==> src/hdl/ihpf_pkg.sv <==
`timescale 1ns / 1ps
// ----------------------------------------------------------------------------
// ihpf_pkg
// shared types, codes and constants of the ipv4 header packet filter
// ----------------------------------------------------------------------------
package ihpf_pkg;

    localparam int unsigned QUEUE_DEPTH_DEFAULT = 2;

    localparam logic [15:0] UDP_PORT_RESET = 16'd53;

    // ip protocol numbers
    localparam logic [7:0] IP_PROTO_ICMP = 8'd1;
    localparam logic [7:0] IP_PROTO_TCP  = 8'd6;
    localparam logic [7:0] IP_PROTO_UDP  = 8'd17;

    localparam logic [7:0] ICMP_ECHO_REQUEST = 8'd8;

    // fragment word fields
    localparam logic [15:0] FRAG_OFFSET_MASK = 16'h1FFF;
    localparam logic [15:0] FRAG_MORE_MASK   = 16'h2000;

    // tcp flag bits
    localparam logic [7:0] TCP_FIN = 8'h01;
    localparam logic [7:0] TCP_SYN = 8'h02;
    localparam logic [7:0] TCP_RST = 8'h04;
    localparam logic [7:0] TCP_PSH = 8'h08;
    localparam logic [7:0] TCP_ACK = 8'h10;
    localparam logic [7:0] TCP_URG = 8'h20;
    localparam logic [7:0] TCP_LOW_SIX = 8'h3F;

    // l4 header sizes in bytes
    localparam logic [6:0] ICMP_HDR_BYTES = 7'd8;
    localparam logic [6:0] UDP_HDR_BYTES  = 7'd8;
    localparam logic [6:0] TCP_HDR_BYTES  = 7'd20;

    typedef enum logic [3:0] {
        REASON_NONE     = 4'd0,
        REASON_SHORT    = 4'd1,
        REASON_SPOOFED  = 4'd2,
        REASON_FRAGMENT = 4'd3,
        REASON_ECHO     = 4'd4,
        REASON_UDP_PORT = 4'd5,
        REASON_NULL     = 4'd6,
        REASON_SYNFIN   = 4'd7,
        REASON_SYNRST   = 4'd8,
        REASON_XMAS     = 4'd9,
        REASON_LONE_ACK = 4'd10
    } reason_t;

    typedef enum logic [1:0] {
        CLASS_OTHER = 2'd0,
        CLASS_ICMP  = 2'd1,
        CLASS_UDP   = 2'd2,
        CLASS_TCP   = 2'd3
    } proto_class_t;

    // classification word handed from front to back
    typedef struct packed {
        logic         short_ip;
        logic         spoofed;
        logic         fragment;
        proto_class_t proto;
        logic         short_l4;
        logic         echo;
        logic         udp_miss;
        logic         tcp_null;
        logic         tcp_synfin;
        logic         tcp_synrst;
        logic         tcp_xmas;
        logic         tcp_lone_ack;
    } class_t;

endpackage

==> src/hdl/ihpf_front.sv <==
`timescale 1ns / 1ps
// ----------------------------------------------------------------------------
// ihpf_front
// accepts header words and registers their check results
// ----------------------------------------------------------------------------
module ihpf_front (
    input  logic                  clk,
    input  logic                  rst_n,
    input  logic                  load,
    input  logic [15:0]           allowed_udp_port,
    input  logic [31:0]           source_address,
    input  logic [15:0]           fragment_field,
    input  logic [7:0]            protocol_number,
    input  logic [3:0]            header_words,
    input  logic [15:0]           packet_length,
    input  logic [7:0]            icmp_type,
    input  logic [15:0]           udp_source_port,
    input  logic [15:0]           udp_dest_port,
    input  logic [7:0]            tcp_flag_bits,
    input  logic                  connection_confirmed,
    input  logic                  push_ok,
    output logic                  valid,
    output ihpf_pkg::class_t      cls
);
    import ihpf_pkg::*;

    logic [5:0]   hdr_bytes;
    logic [6:0]   l4_need;
    logic [6:0]   l4_bytes;
    class_t       cls_next;
    class_t       cls_reg;
    logic         valid_reg;
    logic         valid_next;

    always_comb
    begin
        hdr_bytes = {header_words, 2'b00};
        cls_next  = '0;

        unique case (protocol_number)
            IP_PROTO_ICMP:
            begin
                cls_next.proto = CLASS_ICMP;
                l4_bytes       = ICMP_HDR_BYTES;
            end
            IP_PROTO_UDP:
            begin
                cls_next.proto = CLASS_UDP;
                l4_bytes       = UDP_HDR_BYTES;
            end
            IP_PROTO_TCP:
            begin
                cls_next.proto = CLASS_TCP;
                l4_bytes       = TCP_HDR_BYTES;
            end
            default:
            begin
                cls_next.proto = CLASS_OTHER;
                l4_bytes       = '0;
            end
        endcase

        l4_need = {1'b0, hdr_bytes} + l4_bytes;

        cls_next.short_ip = packet_length < {10'd0, hdr_bytes};
        cls_next.short_l4 = packet_length < {9'd0, l4_need};

        // loopback, private 10/8 and 172.16/12, multicast, limited broadcast
        cls_next.spoofed = (source_address[31:24] == 8'h7F)
                        || (source_address[31:24] == 8'h0A)
                        || (source_address[31:20] == 12'hAC1)
                        || (source_address[31:28] == 4'hE)
                        || (source_address == 32'hFFFF_FFFF);

        cls_next.fragment = ((fragment_field & FRAG_OFFSET_MASK) != '0)
                         || ((fragment_field & FRAG_MORE_MASK) != '0);

        cls_next.echo     = icmp_type == ICMP_ECHO_REQUEST;
        cls_next.udp_miss = (udp_source_port != allowed_udp_port)
                         && (udp_dest_port != allowed_udp_port);

        cls_next.tcp_null   = tcp_flag_bits == '0;
        cls_next.tcp_synfin = (tcp_flag_bits & (TCP_SYN | TCP_FIN)) == (TCP_SYN | TCP_FIN);
        cls_next.tcp_synrst = (tcp_flag_bits & (TCP_SYN | TCP_RST)) == (TCP_SYN | TCP_RST);
        cls_next.tcp_xmas   = (tcp_flag_bits & (TCP_FIN | TCP_PSH | TCP_URG))
                           == (TCP_FIN | TCP_PSH | TCP_URG);
        cls_next.tcp_lone_ack = ((tcp_flag_bits & TCP_LOW_SIX) == TCP_ACK)
                             && !connection_confirmed;
    end

    // holds while the queue is full, otherwise hands on and reloads
    always_comb
    begin
        if (load)
            valid_next = 1'b1;
        else if (push_ok)
            valid_next = 1'b0;
        else
            valid_next = valid_reg;
    end

    always_ff @(posedge clk or negedge rst_n)
    begin
        if (!rst_n)
            valid_reg <= 1'b0;
        else
            valid_reg <= valid_next;
    end

    always_ff @(posedge clk)
    begin
        if (load)
            cls_reg <= cls_next;
    end

    assign valid = valid_reg;
    assign cls   = cls_reg;

    // a held word must not be overwritten
    assert property (@(posedge clk) disable iff (!rst_n)
        (valid_reg && !push_ok) |-> !load)
        else $error("front word overwritten while held");

    assert property (@(posedge clk) disable iff (!rst_n)
        (valid_reg && !push_ok && !load) |=> (valid_reg && $stable(cls_reg)))
        else $error("front word lost while held");

    assert property (@(posedge clk) disable iff (!rst_n)
        load |=> valid_reg)
        else $error("loaded word not marked valid");

endmodule

==> src/hdl/ihpf_queue.sv <==
`timescale 1ns / 1ps
// ----------------------------------------------------------------------------
// ihpf_queue
// short fifo of classification words between front and back
// ----------------------------------------------------------------------------
module ihpf_queue #(
    parameter int unsigned DEPTH = ihpf_pkg::QUEUE_DEPTH_DEFAULT
) (
    input  logic                  clk,
    input  logic                  rst_n,
    input  logic                  push,
    input  ihpf_pkg::class_t      push_word,
    input  logic                  pop,
    output logic                  full,
    output logic                  empty,
    output ihpf_pkg::class_t      head_word
);
    import ihpf_pkg::*;

    localparam int unsigned PTR_W = (DEPTH > 1) ? $clog2(DEPTH) : 1;
    localparam int unsigned CNT_W = $clog2(DEPTH + 1);
    localparam logic [PTR_W-1:0] LAST_PTR = PTR_W'(DEPTH - 1);
    localparam logic [CNT_W-1:0] FULL_CNT = CNT_W'(DEPTH);

    class_t           entry_reg [DEPTH];
    logic [PTR_W-1:0] wr_ptr_reg;
    logic [PTR_W-1:0] wr_ptr_next;
    logic [PTR_W-1:0] rd_ptr_reg;
    logic [PTR_W-1:0] rd_ptr_next;
    logic [CNT_W-1:0] count_reg;
    logic [CNT_W-1:0] count_next;
    logic             do_push;
    logic             do_pop;

    assign full    = count_reg == FULL_CNT;
    assign empty   = count_reg == '0;
    assign do_push = push && !full;
    assign do_pop  = pop && !empty;

    always_comb
    begin
        wr_ptr_next = wr_ptr_reg;
        rd_ptr_next = rd_ptr_reg;
        count_next  = count_reg;
        if (do_push)
            wr_ptr_next = (wr_ptr_reg == LAST_PTR) ? '0 : wr_ptr_reg + 1'b1;
        if (do_pop)
            rd_ptr_next = (rd_ptr_reg == LAST_PTR) ? '0 : rd_ptr_reg + 1'b1;
        if (do_push && !do_pop)
            count_next = count_reg + 1'b1;
        else if (do_pop && !do_push)
            count_next = count_reg - 1'b1;
    end

    always_ff @(posedge clk or negedge rst_n)
    begin
        if (!rst_n)
        begin
            wr_ptr_reg <= '0;
            rd_ptr_reg <= '0;
            count_reg  <= '0;
        end
        else
        begin
            wr_ptr_reg <= wr_ptr_next;
            rd_ptr_reg <= rd_ptr_next;
            count_reg  <= count_next;
        end
    end

    always_ff @(posedge clk)
    begin
        if (do_push)
            entry_reg[wr_ptr_reg] <= push_word;
    end

    assign head_word = entry_reg[rd_ptr_reg];

    assert property (@(posedge clk) disable iff (!rst_n)
        count_reg <= FULL_CNT)
        else $error("queue count above depth");

    assert property (@(posedge clk) disable iff (!rst_n)
        !(push && full))
        else $error("push into full queue");

    assert property (@(posedge clk) disable iff (!rst_n)
        (do_push && !do_pop) |=> (count_reg == $past(count_reg) + 1'b1))
        else $error("queue count missed a push");

endmodule

==> src/hdl/ihpf_back.sv <==
`timescale 1ns / 1ps
// ----------------------------------------------------------------------------
// ihpf_back
// resolves check priority into the verdict and registers the result
// ----------------------------------------------------------------------------
module ihpf_back (
    input  logic                  clk,
    input  logic                  rst_n,
    input  logic                  take,
    input  ihpf_pkg::class_t      cls,
    output logic                  result_valid,
    output logic                  drop_packet,
    output logic [3:0]            drop_reason
);
    import ihpf_pkg::*;

    reason_t reason_next;
    reason_t reason_reg;
    logic    strobe_reg;

    // first failing check decides
    always_comb
    begin
        if (cls.short_ip)
            reason_next = REASON_SHORT;
        else if (cls.spoofed)
            reason_next = REASON_SPOOFED;
        else if (cls.fragment)
            reason_next = REASON_FRAGMENT;
        else
        begin
            case (cls.proto)
                CLASS_ICMP:
                begin
                    if (cls.short_l4)
                        reason_next = REASON_SHORT;
                    else if (cls.echo)
                        reason_next = REASON_ECHO;
                    else
                        reason_next = REASON_NONE;
                end
                CLASS_UDP:
                begin
                    if (cls.short_l4)
                        reason_next = REASON_SHORT;
                    else if (cls.udp_miss)
                        reason_next = REASON_UDP_PORT;
                    else
                        reason_next = REASON_NONE;
                end
                CLASS_TCP:
                begin
                    if (cls.short_l4)
                        reason_next = REASON_SHORT;
                    else if (cls.tcp_null)
                        reason_next = REASON_NULL;
                    else if (cls.tcp_synfin)
                        reason_next = REASON_SYNFIN;
                    else if (cls.tcp_synrst)
                        reason_next = REASON_SYNRST;
                    else if (cls.tcp_xmas)
                        reason_next = REASON_XMAS;
                    else if (cls.tcp_lone_ack)
                        reason_next = REASON_LONE_ACK;
                    else
                        reason_next = REASON_NONE;
                end
                default:
                    reason_next = REASON_NONE;
            endcase
        end
    end

    always_ff @(posedge clk or negedge rst_n)
    begin
        if (!rst_n)
            strobe_reg <= 1'b0;
        else
            strobe_reg <= take;
    end

    always_ff @(posedge clk)
    begin
        if (take)
            reason_reg <= reason_next;
    end

    assign result_valid = strobe_reg;
    assign drop_reason  = reason_reg;
    assign drop_packet  = reason_reg != REASON_NONE;

    assert property (@(posedge clk) disable iff (!rst_n)
        take |=> result_valid)
        else $error("taken word gave no result");

    assert property (@(posedge clk) disable iff (!rst_n)
        (take && cls.short_ip) |=> (drop_reason == REASON_SHORT))
        else $error("short header not ranked first");

    assert property (@(posedge clk) disable iff (!rst_n)
        result_valid |-> (drop_reason <= REASON_LONE_ACK))
        else $error("reason code out of range");

endmodule

==> src/hdl/ipv4_header_packet_filter.sv <==
`timescale 1ns / 1ps
// ----------------------------------------------------------------------------
// ipv4_header_packet_filter
// stateless accept or drop verdict, while busy is low, for one parsed ipv4 header per cycle
// ----------------------------------------------------------------------------
// a header word is taken at any clock edge with start high and busy low, and
// one can follow every cycle. its verdict shows on drop_packet and
// drop_reason for exactly one cycle, marked by result_valid, once the word
// has passed the front register, queue slot and verdict register.
// results cannot be held off: the back end drains the queue every cycle, so
// busy stays low in normal use and only rises if the queue is full. the
// allowed udp port is written through cfg_valid / cfg_data (cfg_ready is
// always high); write it only while no word is in flight.
// ----------------------------------------------------------------------------
module ipv4_header_packet_filter #(
    parameter int unsigned QUEUE_DEPTH = ihpf_pkg::QUEUE_DEPTH_DEFAULT
) (
    input  logic        clk,
    input  logic        rst_n,

    // command side
    input  logic        start,
    output logic        busy,
    input  logic [31:0] source_address,
    input  logic [15:0] fragment_field,
    input  logic [7:0]  protocol_number,
    input  logic [3:0]  header_words,
    input  logic [15:0] packet_length,
    input  logic [7:0]  icmp_type,
    input  logic [15:0] udp_source_port,
    input  logic [15:0] udp_dest_port,
    input  logic [7:0]  tcp_flag_bits,
    input  logic        connection_confirmed,

    // result side
    output logic        result_valid,
    output logic        drop_packet,
    output logic [3:0]  drop_reason,

    // allowed udp port register
    input  logic        cfg_valid,
    output logic        cfg_ready,
    input  logic [15:0] cfg_data
);
    import ihpf_pkg::*;

    logic [15:0] allowed_udp_port_reg;
    logic        accept;
    logic        front_valid;
    class_t      front_cls;
    logic        q_full;
    logic        q_empty;
    class_t      q_head;
    logic        push_ok;

    // config register, always ready
    assign cfg_ready = 1'b1;

    always_ff @(posedge clk or negedge rst_n)
    begin
        if (!rst_n)
            allowed_udp_port_reg <= UDP_PORT_RESET;
        else if (cfg_valid && cfg_ready)
            allowed_udp_port_reg <= cfg_data;
    end

    // front stage hands its word to the queue whenever there is room
    assign push_ok = front_valid && !q_full;

    // busy only while the front holds a word the queue cannot take
    assign busy   = front_valid && q_full;
    assign accept = start && !busy;

    ihpf_front u_front (
        .clk                  (clk),
        .rst_n                (rst_n),
        .load                 (accept),
        .allowed_udp_port     (allowed_udp_port_reg),
        .source_address       (source_address),
        .fragment_field       (fragment_field),
        .protocol_number      (protocol_number),
        .header_words         (header_words),
        .packet_length        (packet_length),
        .icmp_type            (icmp_type),
        .udp_source_port      (udp_source_port),
        .udp_dest_port        (udp_dest_port),
        .tcp_flag_bits        (tcp_flag_bits),
        .connection_confirmed (connection_confirmed),
        .push_ok              (push_ok),
        .valid                (front_valid),
        .cls                  (front_cls)
    );

    ihpf_queue #(
        .DEPTH (QUEUE_DEPTH)
    ) u_queue (
        .clk       (clk),
        .rst_n     (rst_n),
        .push      (push_ok),
        .push_word (front_cls),
        .pop       (!q_empty),
        .full      (q_full),
        .empty     (q_empty),
        .head_word (q_head)
    );

    // back end never stalls: it takes the queue head in every cycle the queue is not empty
    ihpf_back u_back (
        .clk          (clk),
        .rst_n        (rst_n),
        .take         (!q_empty),
        .cls          (q_head),
        .result_valid (result_valid),
        .drop_packet  (drop_packet),
        .drop_reason  (drop_reason)
    );

    // verdict and reason agree
    assert property (@(posedge clk) disable iff (!rst_n)
        (result_valid && !drop_packet) |-> (drop_reason == REASON_NONE))
        else $error("accept with nonzero reason");

    assert property (@(posedge clk) disable iff (!rst_n)
        (result_valid && drop_packet) |-> (drop_reason != REASON_NONE))
        else $error("drop without reason");

    // a lone word through an empty pipe comes out after the front register, queue slot and verdict register
    assert property (@(posedge clk) disable iff (!rst_n)
        (accept && !front_valid && q_empty) |-> ##3 result_valid)
        else $error("result missing three cycles after accept");

    assert property (@(posedge clk) disable iff (!rst_n)
        busy |-> front_valid)
        else $error("busy with empty front stage");

endmodule

==> config.mk <==
export PLATFORM = sky130hd
export DESIGN_NAME = ipv4_header_packet_filter
export DESIGN_NICKNAME = d
export VERILOG_FILES = /design/src/hdl/ihpf_pkg.sv /design/src/hdl/ihpf_front.sv /design/src/hdl/ihpf_queue.sv /design/src/hdl/ihpf_back.sv /design/src/hdl/ipv4_header_packet_filter.sv
export SDC_FILE = /design/constraint.sdc
export NUM_CORES = 1
export LEC_CHECK = 0
export ABC_CLOCK_PERIOD_IN_PS = 2380
export BUFFER_PORTS_ARGS = -buffer_cell sky130_fd_sc_hd__buf_2
export CAP_MARGIN = 20
export CORE_MARGIN = 1
export CORE_UTILIZATION = 45
export DETAILED_ROUTE_END_ITERATION = 6
export GPL_ROUTABILITY_DRIVEN = 0
export PLACE_DENSITY = 0.77
export SLEW_MARGIN = 20
export SYNTH_ARGS = -nofsm -noshare
export SYNTH_HDL_FRONTEND = slang
export SYNTH_SLANG_ARGS = --single-unit
==> constraint.sdc <==
create_clock -name clk -period 2.38 [get_ports clk]
set_clock_uncertainty 0.15 [all_clocks]
set_input_delay 0.357 -clock clk [delete_from_list [all_inputs] [get_ports clk]]
set_output_delay 0.357 -clock clk [all_outputs]
set_load 0.02 [all_outputs]
Yosys cells after proc, flatten, opt, wreduce, memory -nomap -nowiden:

Memory sizes are Yosys's and may differ from the RTL's.
Cells that the tools add are included.

* memories kept: 1
* output and inout bits: 8
* memory bits (writable): 26
* bits of input ports: 145
* word-level logic and storage cells: 96
* register bits: 39

* reduce and logical (&&, ||, !) cells: 26
* equality and inequality tests: 19
* $lt $le $gt $ge: 2
* add/sub/neg operators: 5
* mux-type cells: 23

Memory list
* u_queue.entry_reg: depth 2, bits a word 13, read ports 1, clocked after Yosys merged registers in 0, write ports 1, RTL line ihpf_queue.sv:25 `class_t entry_reg [DEPTH];`

Operators by type and width (count)
* $eq A32 B32 Y1 const B: 1
* $mux W4: 8
* $ne A16 B16 Y1: 2
* $eq A8 B4 Y1 const B: 2
* $lt A16 B6 Y1: 1
* $lt A16 B7 Y1: 1
* $reduce_bool A16 Y1: 1
* $eq A12 B12 Y1 const B: 1
* $pmux W4 S3: 1
* $eq A2 B2 Y1 const B: 5
* $pmux W5 S2: 1
* $eq A8 B1 Y1 const B: 1
* $eq A8 B3 Y1 const B: 1
* $eq A8 B5 Y1 const B: 1
* $eq A8 B7 Y1 const B: 1
* $logic_and A1 B1 Y1: 8
* $logic_not A8 Y1: 1
* $mux W2: 4
* $add A6 B5 Y7: 1
* $eq A6 B5 Y1 const B: 1
* $mux W1: 6
* $mux W3: 2
* $pmux W2 S3: 1
* $logic_not A1 Y1: 5
* other kinds (12): 18

Logic depth before layout (Yosys ltp):

Gate-level depths: netlist of the first run.
An unclocked memory read counts as a cell.

* depth in word-level cells: 10
* depth in mapped cells: 10
* depth with buffers taken out: 10

Hierarchy:

A second synthesis of the first run with hierarchy kept.

* cell total of the unflattened synthesis: 266
* area total of the unflattened synthesis: 3473.3 um^2

By module, submodules not included
* ihpf_front: area an instance 1333.8 um^2, cells an instance 138, sequential area each 415.4 um^2, times used 1
* ihpf_queue: area an instance 1168.6 um^2, cells an instance 59, sequential area each 880.8 um^2, times used 1
* ipv4_header_packet_filter: area an instance 689.4 um^2, cells an instance 40, sequential area each 405.4 um^2, times used 1
* ihpf_back: area an instance 281.5 um^2, cells an instance 29, sequential area each 145.1 um^2, times used 1

Worst setup path before layout of the first run:

No wires, ideal clock.

* path type: in2reg
* start: input protocol_number[3]
* end: register u_front.cls_reg (netlist bit u_front.cls[7]), data pin
* library setup time: 130 ps
* stages: 10
* required time: 2100 ps
* path slack: -99 ps
* data arrival time: 2199 ps
* path buffers: 0
* cells stage by stage: nor4_1 -> nand2_1 -> inv_1 -> ha_1 -> fa_1 -> inv_1 -> ha_1 -> a21o_1 -> a211oi_1 -> o21a_1

RTL lines
* from (decl): RTL line ipv4_header_packet_filter.sv:26 `input logic [7:0] protocol_number,`
* to (signal assigned): RTL line ihpf_front.sv:113 `cls_reg <= cls_next;`
* to (decl): RTL line ihpf_front.sv:31 `class_t cls_reg;`

==> results of run 1 <==
[layout by cell type, fill, tap and decap left out, types with 2 or more instances in the layout]
| cell type | Yosys | layout |
|---|---|---|
| sky130_fd_sc_hd__a2111oi_0 | 2 | 2 |
| sky130_fd_sc_hd__a21o_1 | 6 | 6 |
| sky130_fd_sc_hd__a21oi_1 | 4 | 3 |
| sky130_fd_sc_hd__and2_1 | 4 | 4 |
| sky130_fd_sc_hd__and3_1 | 3 | 3 |
| sky130_fd_sc_hd__and4b_1 | 4 | 4 |
| sky130_fd_sc_hd__buf_2 | 2 | 147 |
| sky130_fd_sc_hd__buf_4 | 1 | 4 |
| sky130_fd_sc_hd__clkbuf_8 | 0 | 9 |
| sky130_fd_sc_hd__clkinv_2 | 0 | 2 |
| sky130_fd_sc_hd__clkinvlp_4 | 0 | 2 |
| sky130_fd_sc_hd__dfrtp_1 | 18 | 18 |
| sky130_fd_sc_hd__dfstp_2 | 4 | 4 |
| sky130_fd_sc_hd__edfxtp_1 | 43 | 43 |
| sky130_fd_sc_hd__ha_1 | 11 | 9 |
| sky130_fd_sc_hd__ha_2 | 0 | 2 |
| sky130_fd_sc_hd__inv_1 | 9 | 7 |
| sky130_fd_sc_hd__inv_2 | 0 | 2 |
| sky130_fd_sc_hd__mux2_2 | 16 | 16 |
| sky130_fd_sc_hd__nand2_1 | 7 | 7 |
| sky130_fd_sc_hd__nand2b_1 | 7 | 7 |
| sky130_fd_sc_hd__nand3_1 | 4 | 4 |
| sky130_fd_sc_hd__nand3b_1 | 4 | 4 |
| sky130_fd_sc_hd__nand4_1 | 15 | 15 |
| sky130_fd_sc_hd__nor2_1 | 20 | 20 |
| sky130_fd_sc_hd__nor2b_1 | 2 | 2 |
| sky130_fd_sc_hd__nor3_1 | 10 | 10 |
| sky130_fd_sc_hd__nor3b_1 | 2 | 2 |
| sky130_fd_sc_hd__nor4_1 | 9 | 8 |
| sky130_fd_sc_hd__o21ai_0 | 7 | 7 |
| sky130_fd_sc_hd__o21bai_1 | 2 | 2 |
| sky130_fd_sc_hd__o31ai_1 | 2 | 2 |
| sky130_fd_sc_hd__o32ai_1 | 2 | 2 |
| sky130_fd_sc_hd__or4_1 | 3 | 3 |
| sky130_fd_sc_hd__xnor2_1 | 37 | 37 |
| sky130_fd_sc_hd__xor2_1 | 2 | 2 |
[cells by family (layout without fill, tap and decap cells)]
kind of cell / after synthesis / in the layout
XOR/XNOR: 39 / 39
adder cells (fa/ha/maj): 12 / 12
buffers and inverters: 14 / 177
other: 1 / 1
AND/OR/NAND/NOR: 97 / 97
flip-flops: 65 / 65
multiplexers: 17 / 17
AO/OA/AOI/OAI: 32 / 32
[power by group through the flow]
stage | Clock, µW | Combinational (µW) | Sequential (µW)
2_1_floorplan | 0 | 603 | 1750
3_5_place_dp | 0 | 904 | 1790
5_1_grt | 948 | 1010 | 1810
4_1_cts | 896 | 908 | 1770
3_3_place_gp | 0 | 875 | 1780
6_report | 877 | 901 | 1770
[cell type report]
| type | count | area (µm²) | area share |
|---|---|---|---|
| Multi-Input combinational cell | 198 | 1520 | 0.339 |
| Timing Repair Buffer | 152 | 776 | 0.173 |
| Sequential cell | 65 | 1850 | 0.411 |
| Inverter | 9 | 33.8 | 0.00753 |
| Tap cell | 99 | 124 | 0.0276 |
| Clock inverter | 6 | 58.8 | 0.0131 |
| Clock buffer | 10 | 128 | 0.0284 |
[stage by stage]
stage	utilization	power, µW
after detailed placement	0.589	2690
after global placement	0.589	2650
after floorplan	-	2350
after CTS	0.616	3570
final	0.619	3550
after global routing	0.619	3760
[synth_stat cells, drive strengths merged (3+ instances only)]
cell,count,area share
a21o,6,0.013
a21oi,4,0.0059
and2,4,0.0074
and3,3,0.0055
and4b,4,0.012
buf,4,0.0085
dfrtp,18,0.13
dfstp,4,0.031
edfxtp,43,0.38
ha,11,0.041
inv,9,0.010
mux2,16,0.053
nand2,7,0.0078
nand2b,7,0.013
nand3,4,0.0059
nand3b,4,0.0089
nand4,15,0.028
nor2,20,0.022
nor3,10,0.015
nor4,9,0.017
o21ai,7,0.010
or4,3,0.0066
xnor2,37,0.096
[critical path, stage by stage]
cell and delay, ps:
sky130_fd_sc_hd__buf_2 110, sky130_fd_sc_hd__nor4_4 290, sky130_fd_sc_hd__nand3_1 150, sky130_fd_sc_hd__inv_2 110
sky130_fd_sc_hd__ha_1 230, sky130_fd_sc_hd__a21o_1 160, sky130_fd_sc_hd__a21oi_2 160, sky130_fd_sc_hd__xnor2_1 80
sky130_fd_sc_hd__ha_2 310, sky130_fd_sc_hd__o21ai_0 80, sky130_fd_sc_hd__o21a_1 190
[layer usage]
| layer | up-vias | global-route usage | wire length, µm |
|---|---|---|---|
| li1 | 1362 | - | - |
| met1 | 1293 | 0.212 | 2790 |
| met2 | 110 | 0.390 | 4260 |
| met3 | 11 | 0.0392 | 393 |
| met4 | 0 | 0.0953 | 131 |
| met5 | - | 0 | 0 |
[worst paths after layout]
check	to	slack, ps	from	cells after the start
min reg2reg	u_queue.entry_reg[1][0]	290	u_front.cls[0]	0
max	u_front.cls[7]	100	protocol_number[3]	11
max reg2reg	u_back.drop_reason[2]	210	u_queue.rd_ptr_reg	3
max in group asynchronous	allowed_udp_port_reg[4]	1360	rst_n	2
min in group asynchronous	allowed_udp_port_reg[15]	370	rst_n	2
min	u_front.valid	70	start	2
[repair_timing]
action / in CTS / in global routing
setup endpoints to repair: 0 / 1
hold endpoints to repair: 18 / 0
hold buffers: 1 / 0
resized for setup: 0 / 5
==> impl_metrics.yaml, run 1 <==
floorplanning:
  dieArea_mm2: 0.00789
  fp.dieW_um: 88.8
  start_util: 0.467
  dieHeight_um: 88.8
  rows: 31
  top_level_ports: 153
  core_mm2: 0.00725
setup_path:
  critPathMaxFanout: 3
  critical_path_arrival_ps: 2220
  worst_setup_path_end_kind: "register"
  criticalPathCategory: "input port to register"
  startpoint_type: "input port"
  required_time_at_the_worst_slack_endpoint_ps: 2320
logic_synthesis:
  yosysSeqAreaShare: 0.545
  synth_area_per_cell_um2: 12.2
  synth-compound-area-share: 0.0668
  yosys_warnings: 0
  synthesis.area_mm2: 0.00339
  syn_nets: 434
  synth.ff_latch_count: 65
  synth-edff-count: 43
  synth_xor_area_frac: 0.101
  synth_simple_gate_area_frac: 0.165
  synth-async-reset-ratio: 0.338
  synth_adder_area_share: 0.0465
  dominant_combinational_cell_family_by_area_after_synthesis: "simple AND/OR/NAND/NOR gates"
  syn_inst: 277
  yosys-mux-area-fraction: 0.0561
  ys_types: 45
  dominantRegCellSynth: "sky130_fd_sc_hd__edfxtp_1"
drt:
  ant_nets: 0
  wire_per_inst_um: 14.1
  drtIter0Drc: 69
  drc_errors: 0
  final_routed_wirelength_um: 7580
  viasPerCell: 5.15
  drt_pass_1_iters: 4
  dr_total_vias: 2776
grt:
  globalRoute.totalOverflow: 0
  gr-usage-all-layers: 0.203
  grt_first_pass_wirelength_um: 11700
  grt_max_degree: 23
  first_global_vias: 2704
  antenna_found_initial: 0
final_layout:
  syn_to_final_growth_pct: 32.4
  filler_cell_count: 593
  finalNetCount: 592
  ratio_of_cells_with_drive_above_1_in_the_final_layout: 0.439
  largest_reg_flops: 26
  num_antenna_cells: 0
  final_cell_area_mm2: 0.00449
  layoutNonFillerInstCount: 539
timing:
  fin_crit_sh: 0.959
  setup_total_negative_slack_ps: 0
  hold_viol: 0
  post-route-worst-setup-slack_ps: 96.9
  measured_slew_at_the_worst_slew_check_pin_ps: 651
  max_clock_freq_mhz: 438
  setup_violations: 0
  maxSlewViolCount: 0
  fin_worst_hold_slack_ps: 70.0
  timing.slew.headroom: 0.566
  rsz_0062_raised_after_global_routing: "false"
  min_period_ps: 2280
placement:
  placedInstanceArea_mm2: 0.00427
  detailed_placer_s_ending_hpwl_um: 6230
  placed_cells_incl_taps: 522
  port_buffers: 147
  post-place-ws_ps: -295
pwr:
  net-switching-power_uw: 1090
  p_comb_frac: 0.254
  power.ir.vdd_worst_v: 0.000329
  power_density_mw_per_mm2: 790
  leakage_power_summed_over_all_cells_uw: 0.00193
  share_clk_of_total_power: 0.247
  seqPwrFrac: 0.499
  power.internal_uw: 2450
  swShare: 0.308
clocking:
  post_cts_buffers: 0
  cts.path.max_buffers: 2
  tritoncts_clock_tree: "done"
  htree_levels: 3
  numCtsBuffers: 9
  insertion_delay_ps: 330
  clock_tree.root_cell: "sky130_fd_sc_hd__clkbuf_8"
  sinks_on_clock_net: 65
  path_clk_slew_ps: 70
hold_path:
  worst_hold_path_class: "input port to register"
run_status:
  run_status: "completed"
job:
  maxCapViolCount: 0
Note: power is estimated with default switching activity, not from simulation.
==> run 2, diff against run 1 <==
CTS_BUF_LIST = sky130_fd_sc_hd__clkbuf_4 sky130_fd_sc_hd__clkbuf_8 sky130_fd_sc_hd__clkbuf_16   (was default)
==> run 2 against run 1 <==
Compared with the run above:
- worst hold slack hardly changed
- maximum frequency about the same
- combinational power about the same
==> impl_metrics.yaml, run 2 (synthesis gave the netlist of run 1 again) <==
final_layout:
  filler_cell_count: 593
  layout.cells.most_common_list: "147 x sky130_fd_sc_hd__buf_2, 43 x sky130_fd_sc_hd__edfxtp_1, 37 x sky130_fd_sc_hd__xnor2_1"
  multi_input_logic_area_mm2: 0.00152
  syn_to_final_growth_pct: 32.5
  ratio_of_cells_with_drive_above_1_in_the_final_layout: 0.441
  seq_area_mm2: 0.00185
  post-route-util: 0.619
  finalNetCount: 592
  num_antenna_cells: 0
  final_cell_area_mm2: 0.00449
  largest_reg_flops: 26
  layout_commonest_cell: "sky130_fd_sc_hd__buf_2"
pwr:
  swShare: 0.308
  power.ir.vdd_worst_v: 0.000328
  leakage_power_summed_over_all_cells_uw: 0.00193
  seqPwrFrac: 0.497
  p_comb_frac: 0.253
  power_density_mw_per_mm2: 793
  net-switching-power_uw: 1100
  share_clk_of_total_power: 0.250
  total_power_uw: 3560
  power.internal_uw: 2460
timing:
  hold_viol: 0
  timing.slew.headroom: 0.571
  measured_slew_at_the_worst_slew_check_pin_ps: 644
  rsz_0062_raised_after_global_routing: "false"
  post-route-worst-setup-slack_ps: 96.9
  max_clock_freq_mhz: 438
  setup_violations: 0
  fin_crit_sh: 0.959
  maxSlewViolCount: 0
  min_period_ps: 2280
floorplanning:
  dieHeight_um: 88.8
  dieArea_mm2: 0.00789
  top_level_ports: 153
  fp.dieW_um: 88.8
  rows: 31
  core_mm2: 0.00725
  start_util: 0.467
setup_path:
  criticalPathCategory: "input port to register"
  slowest_delay_ps: 310
  critical_path.cell_chain: "buf_2 > nor4_4 > nand3_1 > inv_2 > ha_1 > a21o_1 > a21oi_2 > xnor2_1 > ha_2 > o21ai_0 > o21a_1"
  regToRegEndpoint: "u_back.drop_reason[2]"
  startpoint_type: "input port"
  worst_setup_path_end_kind: "register"
  worstReg2RegStart: "u_queue.rd_ptr_reg"
  regToRegSetupSlack_ps: 210
  critical_path_arrival_ps: 2220
  rr_worst_depth: 3
  critPathMaxFanout: 3
  required_time_at_the_worst_slack_endpoint_ps: 2320
  cp_slowest_cell: "sky130_fd_sc_hd__ha_2"
job:
  maxCapViolCount: 0
clocking:
  post_cts_buffers: 0
  insertion_delay_ps: 330
  clock_tree.root_cell: "sky130_fd_sc_hd__clkbuf_8"
  htree_levels: 3
  path_clk_slew_ps: 70
  tritoncts_clock_tree: "done"
  numCtsBuffers: 9
  cts.path.max_buffers: 2
  sinks_on_clock_net: 65
drt:
  routedLengthMet1_um: 2800
  wire_per_inst_um: 14.1
  ant_nets: 0
  drt_pass_1_iters: 4
  routed-wl-met3_um: 398
  routed-wl-met2_um: 4280
  viasPerCell: 5.17
  drc_errors: 0
  final_routed_wirelength_um: 7610
  drtIter0Drc: 69
  dr_total_vias: 2785
  highest_layer: "met4"
grt:
  grt_first_pass_wirelength_um: 11700
  first_global_vias: 2704
  grt_max_degree: 23
  globalRoute.totalOverflow: 0
  gr-usage-all-layers: 0.203
  antenna_found_initial: 0
hold_path:
  worst_hold_startpoint: "start"
  min_delay_worst_endpoint: "u_front.valid"
  worst_hold_path_class: "input port to register"
  hold_path_cell_cnt: 2
placement:
  placedInstanceArea_mm2: 0.00427
  post-place-ws_ps: -295
  port_buffers: 147
  detailed_placer_s_ending_hpwl_um: 6230
run_status:
  run_status: "completed"
[run 2: worst max-delay path: cells and delay by family]
kind	cells	cell delay [ps]
AOI/OAI and AO/OA	4	590
xor gates and xnor gates	1	80
adders and majority gates	2	540
buffers and inverters	2	220
and+or+nand+nor	2	440
[run 2: what timing repair did]
item / CTS / global route
hold endpoints to repair: 18 / 0
gates resized for setup: 0 / 5
hold buffers: 1 / 0
endpoints found under the setup margin: 0 / 1
[run 2: worst max-delay path by stage]
stage               slack, ps             end  depth (start not counted)               start
global route                9  u_front.cls[7]                         11  protocol_number[3]
global placement         -170  u_front.cls[7]                         11  protocol_number[3]
detailed placement       -290  u_front.cls[7]                         11  protocol_number[4]
CTS                        50  u_front.cls[7]                         11  protocol_number[4]
floorplan                   6  u_front.cls[7]                         10  protocol_number[3]
finish                    100  u_front.cls[7]                         11  protocol_number[3]
[run 2: stage by stage]
step                setup TNS, ps  std cells  hold WS [ps]
global placement             -171        522           195
floorplan                       0        277         -88.6
CTS                             0        539          58.0
detailed placement           -295        522           196
global route                    0        539          82.8
finish                          0        539          70.0
[run 2: per-layer routing]
metal,global-route usage,vias up
li1,-,1362
met1,0.212,1298
met2,0.390,114
met3,0.0392,11
met4,0.0953,0
met5,0,-
[run 2: power by group through the flow]
stage,registers [µW],clock network (µW),logic [µW]
5_1_grt,1810,959,1010
3_3_place_gp,1780,0,875
3_5_place_dp,1790,0,904
2_1_floorplan,1750,0,603
4_1_cts,1770,909,908
6_report,1770,889,903
[run 2: area by class of cell]
class	instances	share of cell area
Timing Repair Buffer	152	0.173
Tap cell	99	0.0276
Sequential cell	65	0.411
Inverter	9	0.00752
Clock buffer	10	0.0292
Clock inverter	6	0.0131
Multi-Input combinational cell	198	0.339
